File: src/rtl/m2m_pkg.sv
// m2m_pkg: shared types and constants for the mask-to-mask collision unit.
// No dependencies; m2m_in_if, m2m_row_cmp and the collision unit import it.
package m2m_pkg;

	// default geometry of the stored masks
	localparam int MASK_WIDTH_DEF  = 64;
	localparam int MASK_HEIGHT_DEF = 64;

	// fixed field widths
	localparam int ROW_W      = 64; // row word carried by an input beat
	localparam int ROW_IDX_W  = 6;  // row index field
	localparam int COORD_W    = 13; // signed screen position
	localparam int DIM_W      = 7;  // mask width / height
	localparam int EXT_W      = 15; // position plus dimension, signed, no overflow
	localparam int CFG_IDX_W  = 3;
	localparam int CFG_DATA_W = 13; // widest register

	// input beat action codes (code 3 is unused and ignored)
	typedef enum logic [1:0] {
		ACT_LOAD_A = 2'd0,
		ACT_LOAD_B = 2'd1,
		ACT_TEST   = 2'd2
	} m2m_action_t;

	// configuration register indexes
	typedef enum logic [CFG_IDX_W-1:0] {
		CFG_A_X      = 3'd0,
		CFG_A_Y      = 3'd1,
		CFG_A_WIDTH  = 3'd2,
		CFG_A_HEIGHT = 3'd3,
		CFG_B_X      = 3'd4,
		CFG_B_Y      = 3'd5,
		CFG_B_WIDTH  = 3'd6,
		CFG_B_HEIGHT = 3'd7
	} m2m_cfg_t;

	// test sequencer
	typedef enum logic [2:0] {
		ST_IDLE,
		ST_GEOM,
		ST_CLIP,
		ST_SCAN,
		ST_DRAIN,
		ST_DONE
	} m2m_state_t;

endpackage

File: src/rtl/m2m_row_cmp.sv
// m2m_row_cmp: row compare unit; aligns one row of each mask to the overlap
// window and flags any common set pixel. Depends on m2m_pkg.
module m2m_row_cmp import m2m_pkg::*; #(
	parameter int MASK_WIDTH = MASK_WIDTH_DEF,
	parameter int SH_W       = $clog2(MASK_WIDTH)
) (
	input  logic [MASK_WIDTH-1:0] row_a,
	input  logic [MASK_WIDTH-1:0] row_b,
	input  logic [SH_W-1:0]       shift_a,
	input  logic [SH_W-1:0]       shift_b,
	input  logic [DIM_W-1:0]      span,
	output logic                  any
);
	logic [MASK_WIDTH-1:0] col_mask;
	logic [MASK_WIDTH-1:0] al_a;
	logic [MASK_WIDTH-1:0] al_b;

	// column j of the window is live when j < span
	always_comb begin
		for (int j = 0; j < MASK_WIDTH; j++) begin
			col_mask[j] = (32'(j) < 32'(span));
		end
	end

	assign al_a = row_a >> shift_a;
	assign al_b = row_b >> shift_b;
	assign any  = |(al_a & al_b & col_mask);
endmodule

File: config.mk
export PLATFORM = sky130hd
export DESIGN_NAME = m2m_row_cmp
export DESIGN_NICKNAME = d
export VERILOG_FILES = /design/src/rtl/m2m_pkg.sv /design/src/rtl/m2m_row_cmp.sv
export SDC_FILE = /design/constraint.sdc
export NUM_CORES = 1
export LEC_CHECK = 0
export ABC_AREA = 1
export BUFFER_PORTS_ARGS = -buffer_cell sky130_fd_sc_hd__buf_2
export CAP_MARGIN = 40
export CORE_MARGIN = 2
export CORE_UTILIZATION = 35
export DETAILED_ROUTE_END_ITERATION = 10
export PLACE_DENSITY = 0.59
export RECOVER_POWER = 25
export SYNTH_ARGS = -nofsm -noshare
export SYNTH_HDL_FRONTEND = slang
export SYNTH_SLANG_ARGS = --single-unit
File: constraint.sdc
create_clock -name vclk -period 2.5
set_input_delay 0.125 -clock vclk [all_inputs]
set_output_delay 0.125 -clock vclk [all_outputs]
set_load 0.005 [all_outputs]
==> impl_metrics.tcl <==
set metrics [dict create \
    outcome "finished, final reports clean" \
    rsz0062_at_grt "no" \
    num_rows 57 \
    endpoint_kind "output port" \
    final_area_mm2 0.009811 \
    drtIter0Drc 1733 \
    clkbuf_count 0 \
    hold_end "any" \
    cpMaxStageDelayCell "clkbuf_4" \
    yosysTopAreaCell "nand3_1" \
    routedWlPerCell_um 17.59 \
    ys_seq_area_frac 0 \
    grt_use_total 0.2827 \
    power_frac_seq 0 \
    core_mm2 0.02432 \
    critPathMaxFanout 16 \
    finalPower_mw 2.284 \
    layoutNonFillerInstCount 2274 \
    syn_avg_cell_area_um2 4.562 \
    viasPerCell 6.073 \
    grt_pass1_wl_um 61160 \
    p_per_area_mw_per_mm2 232.8 \
    antenna_found_initial 0 \
    antenna_left 0 \
    syn_inst 1903 \
    grt_max_degree 72 \
    post-cts-setup-buffers 0 \
    hold_depth 6 \
    register_area_um2 0 \
    vias 13809 \
    syn-num-nets 2050 \
    hold_violations 0 \
    min_period_ps 2315 \
    maxSlewViolCount 0 \
    dr.pass1.iters 6 \
    fin_nets 2099 \
    cp.required_ps 2380 \
    seq_cell_count 0 \
    die_y_um 161.5 \
    synth_top_area_frac 0.5131 \
    hp-class "in -> out" \
    p_leak_nw 4.967 \
    critPathMaxStageDelay_ps 200 \
    tightest_slew_ps 571.6 \
    cpMostUsedCell "nand3_1" \
    crit_chain "clkbuf_4, inv_4, buf_4, nand2_1, nand3_1, nand3_1, nand3_1, nand3_1, nand3_1, o21ai_1, o21ai_0, nor2_1, nand2_1, nor2_1, nand3_2, buf_2" \
    gp_congestion 1.051 \
    clockPowerShare 0 \
    io_buffers 148 \
    pin_count 148 \
    p_comb_frac 1.000 \
    die_area_mm2 0.02608 \
    critPathKind "in -> out" \
    path_buf_inv 4 \
    setup_tns_ps 0 \
    p_sw_frac 0.6732 \
    final-setup-viol-count 0 \
    post-route-period-util 0.9259 \
    synth_commonest_cells "890 x nand3_1, 621 x nand2_1, 78 x nor2_1" \
    diodes 0 \
    p_switching_mw 1.537 \
    cap_violations 0 \
    synth_area_mm2 0.008681 \
    synthDistinctLibCells 30 \
    crit_arrival_ps 2190 \
    start_kind "input pin" \
    max_slew_margin 0.6175 \
    ir_drop_mv 0.1937 \
    dpl.cell_count 2268 \
    grt_overflow 0 \
    p_int_mw 0.7463 \
    drive_gt1_frac 0.1149 \
    dpl_cell_area_mm2 0.009622 \
    max_freq_mhz 432.0 \
    die_x_um 161.5 \
    synth.area.top_cells "nand3_1 51%, nand2_1 27%, buf_2 3.5%" \
    hp-start "shift_a[5]" \
    start_util 0.3569 \
    drc 0 \
    crit_family "simple AND/OR/NAND/NOR gates" \
    yosysWarnings 0 \
    grt_pass1_vias 11988 \
    area_growth_pct 13.02 \
    wl_um 40010 \
    cp.depth 16 \
    place_hpwl_um 31530 \
    yosysMostFrequentCell "nand3_1" \
]
[cells in the final DEF, fill, tap and decap left out, types with 7 or more instances in the layout]
master,n
nand3_2,7
nand3_1,883
o21ai_0,34
buf_4,22
buf_12,16
nor2_1,78
o21ai_1,18
a21oi_1,23
buf_2,146
o211ai_1,9
inv_1,30
nand4_1,17
nand2_1,621
[stage by stage]
stage | worst slack [ps] | hold WS (ps) | util
after floorplan | 892.6 | 636.2 | -
after global placement | 108.4 | 1114 | 0.3956
after detailed placement | 133.8 | 1113 | 0.3956
after CTS | 129.7 | 1113 | 0.3956
after global routing | 0.1958 | 1092 | 0.4034
final | 185.3 | 1043 | 0.4034
[area by class of cell]
cell class / count / area, um^2
Fill cell: 2855 / 14510
Inverter: 41 / 172.7
Multi-Input combinational cell: 1715 / 7841
Tap cell: 324 / 405.4
Timing Repair Buffer: 192 / 1374
Timing Repair inverter: 2 / 17.52
[worst max-delay path by stage]
stage,slack (ps),startpoint,end
after floorplan,890,shift_a[0],any
after global placement,110,shift_a[0],any
after detailed placement,130,shift_a[0],any
after CTS,130,shift_a[0],any
after global routing,0.2,shift_b[0],any
final,190,shift_b[0],any
[routing by layer]
layer | global-route usage | vias to the layer above | wire [um] | share of wire
met5 | 0 | - | 0 | 0
met4 | 0.09253 | 0 | 1624 | 0.041
met3 | 0.01310 | 89 | 3556 | 0.089
met2 | 0.4631 | 839 | 17930 | 0.45
met1 | 0.3969 | 6200 | 16900 | 0.42
li1 | - | 6681 | - | -
[power groups by stage]
stage	sequential [mW]	combinational, mW	clock (mW)
final	0	2.28	0
after global routing	0	2.51	0
after CTS	0	2.18	0
after detailed placement	0	2.18	0
after global placement	0	2.17	0
after floorplan	0	1.51	0
[worst min-delay path, delay by kind of cell]
family	cells	cell delay, ps
and+or+nand+nor	3	320
buffers and inverters	3	470
[cell families (layout without fill, tap and decap cells)]
group | count (synthesis) | in the layout | synth area share
and+or+nand+nor | 1627 | 1627 | 0.8440
AOI/OAI and AO/OA | 88 | 88 | 0.05420
buffers and inverters | 188 | 235 | 0.1018
[repair_timing]
item	in CTS	in global routing
hold buffers	0	0
gates resized for setup	0	18
setup endpoints to repair	0	1
Power figures use the tool's default switching activity.
